## config.mk

```make
export PLATFORM = sky130hd
export DESIGN_NAME = tsc_screen
export DESIGN_NICKNAME = d
export VERILOG_FILES = /design/src/hw/rtl/tsc_pkg.sv /design/src/hw/rtl/tsc_screen.sv
export SDC_FILE = /design/constraint.sdc
export NUM_CORES = 1
export LEC_CHECK = 0
export BUFFER_PORTS_ARGS = -buffer_cell sky130_fd_sc_hd__buf_2
export CORE_ASPECT_RATIO = 1.4
export CORE_MARGIN = 1
export CORE_UTILIZATION = 60
export DETAILED_ROUTE_END_ITERATION = 6
export PLACE_DENSITY = 0.82
export REMOVE_ABC_BUFFERS = 1
export SLEW_MARGIN = 20
export SYNTH_ARGS = -nofsm -noshare
export SYNTH_HDL_FRONTEND = slang
export SYNTH_SLANG_ARGS = --single-unit
```

## constraint.sdc

```tcl
create_clock -name clk -period 1.3 [get_ports clk]
set_clock_uncertainty 0.2 [all_clocks]
set_input_delay 0.065 -clock clk [delete_from_list [all_inputs] [get_ports clk]]
set_output_delay 0.065 -clock clk [all_outputs]
set_load 0.02 [all_outputs]
```

## src/hw/rtl/tsc_pkg.sv

```systemverilog
// Shared types and constants for the tristimulus to chromaticity block.
// No dependencies; every other file of the block imports this package.
`default_nettype none
package tsc_pkg;

	localparam int FRAC_BITS_DEF = 16;   // input fraction bits
	localparam int NUM_W         = 36;   // numerator and divisor width
	localparam int QUO_W         = 18;   // quotient bits per lane
	localparam int DIV_STEPS     = QUO_W; // one quotient bit per stage
	localparam int LANES         = 5;
	localparam int CHK_W         = 48;   // width of the screening products

	localparam int LANE_X  = 0;
	localparam int LANE_Y  = 1;
	localparam int LANE_UP = 2;
	localparam int LANE_VP = 3;
	localparam int LANE_V  = 4;

	typedef enum logic [1:0] {
		ST_OK       = 2'd0,
		ST_OVERLOAD = 2'd1,
		ST_LOWLIGHT = 2'd2,
		ST_NOTCALC  = 2'd3
	} status_t;

	typedef struct packed {
		logic signed [31:0] tristim_x;
		logic signed [31:0] tristim_y;
		logic signed [31:0] tristim_z;
	} reading_t;

	typedef struct packed {
		status_t     status;
		logic [15:0] chroma_x;
		logic [15:0] chroma_y;
		logic [17:0] ucs_u_prime;
		logic [15:0] ucs_v_prime;
		logic [15:0] ucs_v_1960;
	} result_t;

	typedef struct packed {
		logic [NUM_W-1:0] rem;
		logic [NUM_W-1:0] den;
		logic [1:0]       sh;
		logic [QUO_W-1:0] quo;
	} lane_t;

	typedef struct packed {
		status_t              status;
		lane_t [LANES-1:0]    lanes;
	} stage_t;

endpackage
`default_nettype wire

```

## src/hw/rtl/tsc_screen.sv

```systemverilog
// Front stage: screens a reading, forms the sums and loads the divider lanes.
// Depends on tsc_pkg.
`default_nettype none
module tsc_screen #(
	parameter int FRAC_BITS = tsc_pkg::FRAC_BITS_DEF
) (
	input  wire logic             clk,
	input  wire logic             arst_n,
	input  wire logic             take,
	input  wire tsc_pkg::reading_t reading,
	output logic                  valid_s1,
	output tsc_pkg::stage_t       data_s1
);
	import tsc_pkg::*;

	localparam logic signed [CHK_W-1:0] ONE  = CHK_W'(1) <<< FRAC_BITS;
	localparam logic signed [CHK_W-1:0] HALF = CHK_W'(1) <<< (FRAC_BITS - 1);
	localparam logic signed [CHK_W-1:0] HUND = CHK_W'(100);

	logic signed [CHK_W-1:0] xw, yw, zw, sw, dw;
	logic                    ovl, low, notc;
	stage_t                  nxt;

	always_comb begin
		xw = CHK_W'(reading.tristim_x);
		yw = CHK_W'(reading.tristim_y);
		zw = CHK_W'(reading.tristim_z);
		sw = xw + yw + zw;
		dw = xw + (yw <<< 4) - yw + (zw <<< 1) + zw;
		ovl  = xw < -HALF;
		low  = (xw * HUND < ONE) || (yw * HUND < ONE) || (zw * HUND < ONE);
		notc = !(sw * HUND > ONE) || !(dw * HUND > ONE);
		if (ovl) begin
			nxt.status = ST_OVERLOAD;
		end else if (low) begin
			nxt.status = ST_LOWLIGHT;
		end else if (notc) begin
			nxt.status = ST_NOTCALC;
		end else begin
			nxt.status = ST_OK;
		end
		// Numerators: x, y, 4x, 9y, 6y; each lane divides num * 2^16.
		nxt.lanes[LANE_X].rem  = NUM_W'(xw[NUM_W-1:2]);
		nxt.lanes[LANE_X].sh   = xw[1:0];
		nxt.lanes[LANE_X].den  = sw[NUM_W-1:0];
		nxt.lanes[LANE_Y].rem  = NUM_W'(yw[NUM_W-1:2]);
		nxt.lanes[LANE_Y].sh   = yw[1:0];
		nxt.lanes[LANE_Y].den  = sw[NUM_W-1:0];
		nxt.lanes[LANE_UP].rem = xw[NUM_W-1:0];
		nxt.lanes[LANE_UP].sh  = 2'b00;
		nxt.lanes[LANE_UP].den = dw[NUM_W-1:0];
		// 9y and y agree in their two low bits.
		nxt.lanes[LANE_VP].rem = NUM_W'(((yw <<< 3) + yw) >>> 2);
		nxt.lanes[LANE_VP].sh  = yw[1:0];
		nxt.lanes[LANE_VP].den = dw[NUM_W-1:0];
		nxt.lanes[LANE_V].rem  = NUM_W'(((yw <<< 2) + (yw <<< 1)) >>> 2);
		nxt.lanes[LANE_V].sh   = {yw[0], 1'b0};
		nxt.lanes[LANE_V].den  = dw[NUM_W-1:0];
		for (int i = 0; i < LANES; i++) begin
			nxt.lanes[i].quo = '0;
		end
	end

	always_ff @(posedge clk or negedge arst_n) begin
		if (!arst_n) begin
			valid_s1 <= 1'b0;
		end else begin
			valid_s1 <= take;
		end
	end

	always_ff @(posedge clk) begin
		data_s1 <= nxt;
	end

endmodule
`default_nettype wire

```

==> metrics.txt, run 1 <==
Synth Area in Compound Gates=16.2%; area of placed instances=44400 um^2; Mapped Cells=3996; total congestion overflow=900; largest net degree at the start of global routing=18; PortBufs=464; YS warnings=0; Post-Synth Adder-Cell Area=41.2%; flip-flop and latch count after synthesis=200; Error=[ERROR GRT-0116] Global routing finished with congestion. Check the congestion regions in the DRC Viewer.; post-synth top area share=23.0%; htree depth=4; first-pass GRT wire length=314000 um; outcome=stopped before the end; dpl hpwl=102000 um; Post-synth top cells=inv_1 (787), ha_1 (633), fa_1 (313), buf_4 (263), a21oi_1 (207); CTS buffer count=17; Post-synth ARST share=0.500%; Post-Synth XOR/XNOR Area=5.14%; Die W=204 um; Final GP Congestion=0.977; Die Ht=285 um; Starting Density=60.9%; Syn Std Cell Area=34400 um^2; multiplexer share of the synthesized area=0.829%; CTS root buf=clkbuf_16; most frequent cell after synthesis=inv_1; gr usage total=70.2%; sequential-to-total area share from yosys stat=11.6%; clk sinks=200; placed cells=6109; vias in the first global route=48555; Fail Step=5_1_grt; largest family of logic cells by synthesized area=adder cells; Cell Rows=103; Post-synth EDFFs=0; Clock Tree Buf Depth=2; # IOs=562; post-synth cell types=90; top cells by area, synth=ha_1 (23%), fa_1 (18%), dfxtp_1 (12%); Synth Area in Simple Gates=10.0%; post-synth top area cell=ha_1; mean area per synthesized cell=8.62 um^2; Synth Flop Type=dfxtp_1
==> kinds of logic after synthesis <==
family,count (synthesis)
buffers and inverters,1107
xor gates and xnor gates,202
adders and majority gates,946
AOI/OAI and AO/OA,820
other,1
muxes,28
and+or+nand+nor,692
DFF,200
==> per-stage QoR <==
step	setup WS (ns)	setup TNS [ns]	hold slack (ns)	utilization [%]
after CTS	-6.18	-233.08	-0.166	86.9
after detailed placement	-7.75	-290.56	-0.355	78.5
after global placement	-7.42	-276.04	-0.358	78.5
after floorplan	-6.45	-196.77	-0.431	-
==> routing by layer <==
metal	GRT usage, %	overflow
met3	48.5	5
met4	70.4	242
met2	94.0	644
met5	21.3	1
met1	67.9	8
==> timing repair <==
action                                  CTS
buffers inserted                         87
pin swaps                               268
endpoints found under the setup margin  427
hold buffers                             69
endpoints found under the hold margin    73
resized for setup                       569
==> run 2: changes to the inputs <==
--- a/config.mk
+++ b/config.mk
@@ -6,11 +6,10 @@
 export NUM_CORES = 1
 export LEC_CHECK = 0
 export BUFFER_PORTS_ARGS = -buffer_cell sky130_fd_sc_hd__buf_2
-export CORE_ASPECT_RATIO = 1.4
 export CORE_MARGIN = 1
-export CORE_UTILIZATION = 60
+export CORE_UTILIZATION = 40
 export DETAILED_ROUTE_END_ITERATION = 6
-export PLACE_DENSITY = 0.82
+export PLACE_DENSITY_LB_ADDON = 0.15
 export REMOVE_ABC_BUFFERS = 1
 export SLEW_MARGIN = 20
 export SYNTH_ARGS = -nofsm -noshare
==> run 2 against run 1 <==
Effect of this change: the flow now finishes, with violations (negative hold slack, negative setup slack); synthesized cell count stayed put; synthesized area unchanged.
==> metrics.txt, run 2 <==
outcome=finished, violations left (was stopped before the end); violated checks=negative hold slack, negative setup slack; max-cap violation count=0; DRC viols=0; Largest Register=data_s1; met2 WL=56700 um; Die Ht=295 um (was 285 um); CTS tree=done; post-synth top area cell=ha_1 (unchanged); Layout Nets=6659; Critical Path End Type=flop; largest family of logic cells by synthesized area=adder cells (unchanged); Cell Rows=107 (was 103); top layer in use=met5; Final Max Tran Viols=0; DR vias=32996; slack of the critical path=-6.11 ns; PortBufs=464 (unchanged); most frequent cell after synthesis=inv_1 (unchanged); dpl hpwl=98700 um (was 102000 um); drt first pass iters=5; clk sinks=200 (unchanged); Mapped Cells=3996 (unchanged); Setup crit start kind=primary input; Critical Path RT=1.57 ns; Setup CP Type=primary input to flop; slew margin rel.=45.1%; total congestion overflow=0; # IOs=562 (unchanged); post-synth cell types=90 (unchanged); RSZ-0062 raised after global routing=yes; first-pass GRT wire length=177000 um; Fin Hold WS=-0.125 ns; post-route cell area=51100 um^2; top cells by area, synth=ha_1 (23%), fa_1 (18%), dfxtp_1 (12%) (unchanged); area of placed instances=45300 um^2 (was 44400 um^2); flip-flop and latch count after synthesis=200 (unchanged); wire per inst=17.5 um; CP peak stage delay=0.56 ns; via density per instance=4.87; most used cell, CP=fa_1; Syn Std Cell Area=34400 um^2 (unchanged); Post-Synth Adder-Cell Area=41.2% (unchanged); max frequency=135 MHz; gr usage total=26.5%; Worst Path Arrival=7.68 ns; die area=87200 um^2; final core utilization=60.0%; YS warnings=0 (unchanged); CTS root buf=clkbuf_16 (unchanged); Clock Tree Buf Depth=2 (unchanged); Post-Synth XOR/XNOR Area=5.14% (unchanged); Post-synth EDFFs=0 (unchanged); routed wire length=118000 um; max FFs per register=199; Synth Area in Compound Gates=16.2% (unchanged); commonest non-fill, non-tap cell in the layout=buf_4; largest net degree at the start of global routing=23; Tightest Hold Check Type=primary input to flop; initial DRC count=1535; sequential-to-total area share from yosys stat=11.6% (unchanged); met1 wire length=52900 um; Post-synth top cells=inv_1 (787), ha_1 (633), fa_1 (313), buf_4 (263), a21oi_1 (207) (unchanged); Synth Flop Type=dfxtp_1 (unchanged); multiplexer share of the synthesized area=0.829% (unchanged); post-synth top area share=23.0% (unchanged); Post-synth ARST share=0.500% (unchanged); clock transition at the registers of the reported paths=0.09 ns; Synth Area in Simple Gates=10.0% (unchanged); WL met3=4890 um; Die W=295 um (was 204 um); biggest registers after layout=data_s1 (199), valid_s1 (1); CTS buffer count=17 (unchanged); Final GP Congestion=0.932 (was 0.977); htree depth=4 (unchanged); antenna violations before repair=6; core area=85100 um^2; fin crit share=570%; critical path's slowest cell=fa_1; post-route minimum period=7.41 ns; vias in the first global route=32088; share of cells above drive strength 1=39.1%; Setup WS pre-CTS=-7.54 ns (was -7.75 ns); Synth-to-Final Area Change=48.4%; final count of hold timing violations=3; final setup violating endpoints=368; worst slew pin tran=0.813 ns; Starting Density=40.4% (was 60.9%); mean area per synthesized cell=8.62 um^2 (unchanged); most frequent cells in the layout=buf_4 (1143), inv_1 (746), ha_1 (561); highest net fanout along the worst path=3; antenna-violating nets left=0
[run 2: cell counts after synthesis]
Identical to the previous run, type by type.
[run 2: cell families after synthesis]
kind of cell    after synthesis
compound gates              820
xor+xnor                    202
flops                       200
other cells                   1
mux                          28
simple gates                692
fa+ha+maj                   946
buf+inv                    1107
[run 2: layer usage]
metal | track usage, % | vias up
met3 | 3.93 | 145
li1 | - | 16363
met1 | 34.8 | 15743
met5 | 0 | -
met2 | 44.3 | 737
met4 | 8.57 | 8
[run 2: through the flow]
stage                     std cells  setup TNS [ns]
after CTS                      6721         -224.32
final                          6772         -204.39
after floorplan                3773         -196.77
after detailed placement       6562         -279.08
after global routing           6772         -230.45
after global placement         6562         -277.62
[run 2: cell type report]
cell class	instances	area [um^2]
Fill cell	7582	34100
Timing Repair Buffer	1822	13600
Antenna cell	1	2.50
Clock buffer	17	425
Inverter	788	3000
Sequential cell	200	4010
Tap cell	1144	1430
Clock inverter	15	190
Multi-Input combinational cell	2785	28500
[run 2: worst paths after layout]
kind / start / endpoint / slack [ns] / cells past startpoint
min in group asynchronous: arst_n / valid_s1 / 0.17 / 3
max in group asynchronous: arst_n / valid_s1 / 0.62 / 3
setup / recovery: reading[36] / data_s1[460] / -6.11 / 36
hold / removal: reading[36] / data_s1[334] / -0.13 / 5
[run 2: repair_timing]
item / in CTS / in global routing
hold buffers: 72 / 12
hold endpoints to repair: 84 / 15
setup endpoints to repair: 487 / 496
cloned: 0 / 0
resized for setup: 514 / 252
pin swaps: 264 / 142
setup buffers: 68 / 56
[run 2: worst max-delay path, delay by kind of cell]
family,cells,cell delay (ns)
compound gates,11,2.07
buf+inv,6,0.52
fa+ha+maj,8,3.08
simple gates,11,1.94
Power of run 2 is not shown: default switching activity piles up to over one toggle a cycle in this logic, so the estimate is an artifact.
