## src/hw/rtl/tsc_pkg.sv

```systemverilog
// Shared types and constants for the tristimulus to chromaticity block.
// No dependencies; every other file of the block imports this package.
`default_nettype none
package tsc_pkg;

	localparam int FRAC_BITS_DEF = 16;   // input fraction bits
	localparam int NUM_W         = 36;   // numerator and divisor width
	localparam int QUO_W         = 18;   // quotient bits per lane
	localparam int DIV_STEPS     = QUO_W; // one quotient bit per stage
	localparam int LANES         = 5;
	localparam int CHK_W         = 48;   // width of the screening products

	localparam int LANE_X  = 0;
	localparam int LANE_Y  = 1;
	localparam int LANE_UP = 2;
	localparam int LANE_VP = 3;
	localparam int LANE_V  = 4;

	typedef enum logic [1:0] {
		ST_OK       = 2'd0,
		ST_OVERLOAD = 2'd1,
		ST_LOWLIGHT = 2'd2,
		ST_NOTCALC  = 2'd3
	} status_t;

	typedef struct packed {
		logic signed [31:0] tristim_x;
		logic signed [31:0] tristim_y;
		logic signed [31:0] tristim_z;
	} reading_t;

	typedef struct packed {
		status_t     status;
		logic [15:0] chroma_x;
		logic [15:0] chroma_y;
		logic [17:0] ucs_u_prime;
		logic [15:0] ucs_v_prime;
		logic [15:0] ucs_v_1960;
	} result_t;

	typedef struct packed {
		logic [NUM_W-1:0] rem;
		logic [NUM_W-1:0] den;
		logic [1:0]       sh;
		logic [QUO_W-1:0] quo;
	} lane_t;

	typedef struct packed {
		status_t              status;
		lane_t [LANES-1:0]    lanes;
	} stage_t;

endpackage
`default_nettype wire

```

## src/hw/rtl/tsc_div_step.sv

```systemverilog
// One restoring division step for all lanes, one quotient bit each, registered.
// Depends on tsc_pkg.
`default_nettype none
module tsc_div_step (
	input  wire logic            clk,
	input  wire logic            arst_n,
	input  wire logic            valid_in,
	input  wire tsc_pkg::stage_t data_in,
	output logic                 valid_s1,
	output tsc_pkg::stage_t      data_s1
);
	import tsc_pkg::*;

	stage_t           nxt;
	logic [NUM_W:0]   trial;
	logic [NUM_W:0]   diff;

	always_comb begin
		nxt.status = data_in.status;
		trial = '0;
		diff  = '0;
		for (int i = 0; i < LANES; i++) begin
			trial = {data_in.lanes[i].rem, data_in.lanes[i].sh[1]};
			diff  = trial - {1'b0, data_in.lanes[i].den};
			nxt.lanes[i].den = data_in.lanes[i].den;
			nxt.lanes[i].sh  = {data_in.lanes[i].sh[0], 1'b0};
			if (trial >= {1'b0, data_in.lanes[i].den}) begin
				nxt.lanes[i].rem = diff[NUM_W-1:0];
				nxt.lanes[i].quo = {data_in.lanes[i].quo[QUO_W-2:0], 1'b1};
			end else begin
				nxt.lanes[i].rem = trial[NUM_W-1:0];
				nxt.lanes[i].quo = {data_in.lanes[i].quo[QUO_W-2:0], 1'b0};
			end
		end
	end

	always_ff @(posedge clk or negedge arst_n) begin
		if (!arst_n) begin
			valid_s1 <= 1'b0;
		end else begin
			valid_s1 <= valid_in;
		end
	end

	always_ff @(posedge clk) begin
		data_s1 <= nxt;
	end

endmodule
`default_nettype wire
```

## config.mk

```make
export PLATFORM = sky130hd
export DESIGN_NAME = tsc_div_step
export DESIGN_NICKNAME = d
export VERILOG_FILES = /design/src/hw/rtl/tsc_pkg.sv /design/src/hw/rtl/tsc_div_step.sv
export SDC_FILE = /design/constraint.sdc
export NUM_CORES = 1
export LEC_CHECK = 0
export ABC_CLOCK_PERIOD_IN_PS = 800
export BUFFER_PORTS_ARGS = -buffer_cell sky130_fd_sc_hd__buf_2
export CELL_PAD_IN_SITES_DETAIL_PLACEMENT = 1
export CELL_PAD_IN_SITES_GLOBAL_PLACEMENT = 2
export CORE_AREA = 5 5 360 362
export CTS_CLUSTER_DIAMETER = 50
export DETAILED_ROUTE_END_ITERATION = 12
export DIE_AREA = 0 0 365 367
export PLACE_DENSITY = 0.6
export SETUP_SLACK_MARGIN = 0.15
export SLEW_MARGIN = 10
export SYNTH_ARGS = -nofsm -noshare
export SYNTH_HDL_FRONTEND = slang
export SYNTH_SLANG_ARGS = --single-unit
```

## constraint.sdc

```tcl
create_clock -name clk -period 0.8 [get_ports clk]
set_input_delay 0.16 -clock clk [delete_from_list [all_inputs] [get_ports clk]]
set_output_delay 0.16 -clock clk [all_outputs]
set_load 0.01 [all_outputs]
```

After elaboration in Yosys (flattened, before gate mapping)
Index checks and enable logic that the tools add are counted.

Logic and storage cells: 42. Output and inout bits: 463. Register bits after elaboration: 458.

Add/subtract/negate cells: 5. $lt $le $gt $ge: 5. Muxes and demuxes: 10.

Operators with widths (number): $ge 37x36->1 (5); $mux 36 (5); $sub 36x36->36 (5); $mux 1 (5).

Depth between registers and ports, before layout
Gate-level depths: netlist of the first run.

Depth after elaboration: 2. Depth in mapped cells: 15.

Worst setup path before layout of the first run
OpenSTA, ideal clock, no wires.

Path kind: input to register. Start: in data_in[218] (netlist name). End: reg data_s1[248] (netlist name). Path slack: -2.432 ns. Stages on the path: 13. Data arrival time: 3.111 ns. Cell sequence: inv_1 ha_1 a21o_1 a21o_1 a21o_1 a311oi_1 a21boi_2 o21ai_2 a21oi_2 o41ai_1 a2111oi_4 buf_6 mux2_4.

RTL lines: start, declared (line tsc_div_step.sv:8) `input wire tsc_pkg::stage_t data_in,`; end signal, assigned (line tsc_div_step.sv:46) `data_s1 <= nxt;`; end, declared (line tsc_div_step.sv:10) `output tsc_pkg::stage_t data_s1`.

==> results of run 1 <==
## registers in the layout (all words and copies together), names as in the netlist
name      flops
data_s1     457
valid_s1      1
## kinds of logic after synthesis
| logic type | Yosys count |
|---|---|
| and+or+nand+nor | 507 |
| adders and majority gates | 185 |
| buffers and inverters | 290 |
| xor gates and xnor gates | 150 |
| other | 1 |
| AOI/OAI and AO/OA | 616 |
| muxes | 57 |
| DFF | 458 |
## report_power, final
group	leakage (nW)	switching (mW)	internal (mW)
logic	17.1	14.0	17.4
clock network	1.37	13.8	22.3
registers	3.87	1.30	26.1
## stage by stage
step,util [%],setup TNS [ps]
after detailed placement,26.4,-413030
after global routing,37.3,-532820
after CTS,35.3,-519560
after global placement,26.4,-402450
final,37.3,-489960
after floorplan,-,-321430
## repair_timing
| item | CTS | global route |
|---|---|---|
| pin swaps | 115 | 99 |
| endpoints found under the hold margin | 455 | 42 |
| setup buffers | 76 | 23 |
| gates cloned | 21 | 3 |
| endpoints found under the setup margin | 643 | 643 |
| resized for setup | 904 | 501 |
| hold buffers | 429 | 23 |
## critical path, stage by stage
cell       delay, ps
buf_6            100
inv_4             50
ha_4             190
a21o_1           150
a21o_1           150
a21o_1           170
a311oi_2         250
buf_4            150
a21boi_4         200
o21ai_4           80
a21oi_4          200
o41ai_4          130
a2111oi_4        350
buf_6            220
clkbuf_16        170
mux2_4           290
## placed cells by master (no fill, tap or decap), types with 22 or more instances in the layout
| master | count |
|---|---|
| xnor2_1 | 89 |
| nand2b_1 | 25 |
| nor2b_1 | 23 |
| mux2_4 | 44 |
| nand2_1 | 103 |
| o21a_1 | 23 |
| o21ai_1 | 39 |
| nand2_2 | 27 |
| o21ai_0 | 53 |
| buf_6 | 379 |
| buf_12 | 30 |
| a21o_1 | 106 |
| nand2_4 | 34 |
| dlygate4sd3_1 | 442 |
| ha_1 | 117 |
| buf_2 | 561 |
| nand4_1 | 29 |
| xor2_1 | 53 |
| o21bai_1 | 24 |
| a21oi_2 | 65 |
| inv_1 | 196 |
| buf_8 | 22 |
| a21oi_1 | 117 |
| clkbuf_16 | 82 |
| nand3_1 | 29 |
| nor3_1 | 25 |
| nor2_1 | 77 |
| o21ai_2 | 40 |
| dfxtp_1 | 135 |
| ha_4 | 58 |
| buf_4 | 676 |
| nor2_4 | 45 |
| dfxtp_2 | 319 |
## final cells by class
cell class                 instances  area share [%]
clock buffer                      91            4.46
timing repair inverter             1          0.0159
clock inverter                    55            1.47
antenna                           19           0.101
timing repair buffer            2133            38.4
sequential                       458            20.3
inverter                         237            2.11
multi-input combinational       1520            28.7
tap                             1662            4.41
## final timing paths
path                       slack [ps]  depth (start not counted)           end
setup / recovery                -1690                         16  data_s1[267]
hold / removal                   -380                          1  data_s1[388]
max in group asynchronous         350                          3      valid_s1
min in group asynchronous         340                          3      valid_s1
## routing by layer
layer | part of all wire, % | track usage [%] | vias to the layer above
li1 | - | - | 12212
met1 | 39 | 18.3 | 11857
met2 | 51 | 29.9 | 699
met3 | 6.9 | 4.50 | 175
met4 | 3.2 | 5.90 | 14
met5 | 0.093 | 0 | -
==> flow_summary.json, run 1 <==
{
  "syn_to_final_growth_pct": 124,
  "crit_required_ps": 1340,
  "synth_top_family_by_area": "compound AO/OA/AOI/OAI gates",
  "setup_viol": 643,
  "drv_cap": 0,
  "synthArstFlopShare_pct": 0.218,
  "initial_core_util_pct": 16.6,
  "yosysSeqAreaShare_pct": 43.7,
  "dr.pass1.iters": 4,
  "hold_violations": 18,
  "dp_slack_ps": -2570,
  "drcViolationCount": 0,
  "drive_gt1_share_pct": 59.0,
  "multiInputGateArea_um2": 13500,
  "timing.slew.headroom_pct": 65.2,
  "critPathArrivalTime_ps": 3020,
  "synth_compound_area_share_pct": 18.6,
  "die_y_um": 367,
  "synth_most_common_cell": "dfxtp_1",
  "period_needed_ps": 2490,
  "worstHoldPathType": "input port to flop",
  "yosysUniqueCellTypes": 75,
  "leakage_nw": 22.3,
  "placedCellCount": 5443,
  "fin_nets": 5079,
  "grt_use_total_pct": 16.5,
  "synthesis.area_um2": 21000,
  "stdcell_area_um2": 47100,
  "clk_path_buf_depth": 3,
  "period_share_pct": 311,
  "outcome": "finished, violations left",
  "grt-ovfl-total": 0,
  "drt_wl_total_um": 119000,
  "gp_congestion": 0.799,
  "syn_inst": 2264,
  "synth_xor_area_share_pct": 6.26,
  "portBuffers": 917,
  "drtAntennaViolNets": 0,
  "holdWs_ps": -379,
  "hpwl_um": 88200,
  "synthMuxAreaShare_pct": 3.47,
  "viasPerCell": 4.04,
  "violations": "negative hold slack, negative setup slack",
  "yosys-top-cells-area": "dfxtp_1, ha_1, a21oi_1",
  "synthAdderAreaFrac_pct": 11.2,
  "rows": 131,
  "boundaryPins": 928,
  "cp-start-kind": "input port",
  "grt_pass1_wl_um": 169000,
  "powerDensity_nw_per_um2": 2010,
  "cts_inserted_buffers": 78,
  "cts-root-buf": "clkbuf_16",
  "startpoint": "data_in[218]",
  "worst_pin_slew_ps": 519,
  "tritoncts": "built",
  "cts.sinks": 458,
  "routedWlPerCell_um": 19.2,
  "die-area_um2": 134000,
  "peakVddDrop_mv": 1.67,
  "fin_cells": 6176,
  "drv_slew": 0,
  "grt_setup_unrepaired": "true",
  "drtIter0Drc": 679,
  "yosysWarningCount": 0,
  "clk_pin_slew_ps": 60,
  "critPathKind": "input port to flop",
  "grt_max_degree": 14,
  "finalPower_mw": 94.9,
  "fillers": 14354,
  "yosysTopAreaCell": "dfxtp_1",
  "dr_total_vias": 24957,
  "coreArea_um2": 126000,
  "chipWidth_um": 365,
  "ys.flop_type": "dfxtp_1",
  "cp-end-kind": "flop",
  "synth_edf_count": 0,
  "grt_pass1_vias": 27682,
  "fmax_mhz": 402,
  "hp-start": "data_in[388]",
  "cp_max_fo": 5,
  "synthSimpleGateAreaFrac_pct": 11.4,
  "avgSynthCellArea_um2": 9.28,
  "h-tree-depth": 3,
  "synth_common_cells": "dfxtp_1, inv_1, a21oi_1, ha_1, nand2_1",
  "antenna_found_initial": 35,
  "placed_area_um2": 33400,
  "ff_latch_area_um2": 9580,
  "synth-seq-cells": 458,
  "setup_slack_ps": -1690,
  "netlist.area_leader.share_pct": 43.6
}
Power figures use the tool's default switching activity.
==> run 2, diff against run 1 <==
- TNS_END_PERCENT: unset -> 30
==> flow_summary.json, run 2 (synthesized netlist as in run 1, its figures left out) <==
{
  "dr.pass1.iters": 6,
  "boundaryPins": 928,
  "hold_violations": 17,
  "powerDensity_nw_per_um2": 2040,
  "fmax_mhz": 406,
  "outcome": "finished, violations left",
  "drtIter0Drc": 670,
  "routedWlPerCell_um": 19.4,
  "peakVddDrop_mv": 1.63,
  "period_share_pct": 308,
  "rows": 131,
  "grt_use_total_pct": 16.8,
  "grt_setup_unrepaired": "true",
  "cts.sinks": 458,
  "worstHoldPathType": "input port to flop",
  "cts-root-buf": "clkbuf_16",
  "grt_pass1_wl_um": 171000,
  "gp_congestion": 0.856,
  "syn_to_final_growth_pct": 114,
  "largest_reg_flops": 457,
  "critPathArrivalTime_ps": 3030,
  "drtAntennaViolNets": 0,
  "viasPerCell": 4.04,
  "drv_cap": 0,
  "tritoncts": "built",
  "leakage_nw": 21.7,
  "violations": "negative hold slack, negative setup slack",
  "clk_pin_slew_ps": 60,
  "fin_nets": 5074,
  "drive_gt1_share_pct": 52.6,
  "worst_pin_slew_ps": 486,
  "drt_wl_total_um": 119000,
  "setup_viol": 643,
  "final_common_cell": "buf_2",
  "die-area_um2": 134000,
  "grt-ovfl-total": 0,
  "grt_pass1_vias": 27412,
  "setup_slack_ps": -1660,
  "portBuffers": 917,
  "grt_max_degree": 14,
  "initial_core_util_pct": 16.6,
  "cts_inserted_buffers": 80,
  "coreArea_um2": 126000,
  "h-tree-depth": 3,
  "drcViolationCount": 0,
  "critPathKind": "input port to flop",
  "clk_path_buf_depth": 3,
  "crit_required_ps": 1370,
  "biggestRegsByFlops": "data_s1 x457, valid_s1 x1",
  "hpwl_um": 88900,
  "antenna_found_initial": 30,
  "dr_total_vias": 24880,
  "cp_max_fo": 5,
  "cp-start-kind": "input port",
  "timing.slew.headroom_pct": 66.8,
  "tns_ps": -474750,
  "drv_slew": 0,
  "die_y_um": 367,
  "period_needed_ps": 2460,
  "final_cell_mix": "buf_2, buf_4, dlygate4sd3_1",
  "chipWidth_um": 365,
  "largest-register": "data_s1",
  "holdWs_ps": -361,
  "cp-end-kind": "flop"
}
run 2: cell count changes in the layout (fill, tap and decap cells not counted), moves of 8 or more:
| cell | delta |
|---|---|
| a21oi_1 | +8 |
| buf_16 | +8 |
| buf_2 | +295 |
| buf_6 | -301 |
| dfxtp_1 | +305 |
| dfxtp_2 | -314 |
| dfxtp_4 | +9 |
| diode_2 | -13 |
| ha_4 | +8 |
| o21ai_1 | -12 |
| o21ai_2 | +18 |
run 2: worst max-delay path, stage by stage:
cell and delay, ps:
buf_2 100, inv_2 40, ha_4 280, nand4_1 160, nor2_1 140, o31ai_1 90, buf_4 140, a22oi_2 250
a21boi_4 100, o21ai_4 170, a21oi_4 90, o41ai_4 410, a2111oi_4 130, buf_4 170, buf_8 140, clkbuf_16 160
mux2_4 290
run 2: where the power goes:
group	internal (mW)	total, mW	switching [mW]
clock network	21.6	35.7	14.0
logic	15.4	29.5	14.1
registers	25.6	26.6	0.958
run 2: through the flow:
| stage | std cells | total power [mW] | cell area, µm² | setup slack, ps | utilization, % |
|---|---|---|---|---|---|
| 2_1_floorplan | 2268 | 36.8 | 21400 | -2160 | - |
| 3_3_place_gp | 5438 | 49.0 | 32800 | -2820 | 25.9 |
| 3_5_place_dp | 5438 | 49.1 | 32800 | -2910 | 25.9 |
| 4_1_cts | 6116 | 91.3 | 43400 | -1580 | 34.3 |
| 5_1_grt | 6152 | 96.5 | 45000 | -1750 | 35.6 |
| 6_report | 6156 | 91.8 | 45000 | -1660 | 35.6 |
run 2: area by class of cell:
type	count	area, µm²
clock buffers	96	2160
well taps	1662	2080
clock inverters	50	626
fillers	14547	81300
repair buffers	2125	16300
repair inverters	1	7.51
inverters	237	968
flip-flops and latches	458	9230
diodes	6	15.0
multi-input cells	1521	13700
run 2: per-layer routing:
| layer | wire length [µm] | global-route usage [%] | up-vias | share of wire [%] |
|---|---|---|---|---|
| met1 | 49700 | 20.0 | 11879 | 42 |
| met3 | 7280 | 3.98 | 139 | 6.1 |
| met5 | 96 | 0 | - | 0.080 |
| met2 | 59700 | 30.3 | 658 | 50 |
| li1 | - | - | 12190 | - |
| met4 | 2540 | 4.45 | 14 | 2.1 |
run 2: final timing paths:
check	cells past startpoint	end	start	slack [ps]
max in group asynchronous	3	valid_s1	arst_n	340
worst min-delay path	1	data_s1[112]	data_in[112]	-360
worst max-delay path	17	data_s1[249]	data_in[212]	-1660
min in group asynchronous	3	valid_s1	arst_n	350
run 2: repair_timing:
item,CTS,global route
cloned,29,2
hold buffers,430,13
pin swaps,142,124
endpoints found under the setup margin,643,643
endpoints found under the hold margin,455,31
buffers inserted,73,20
resized for setup,542,344
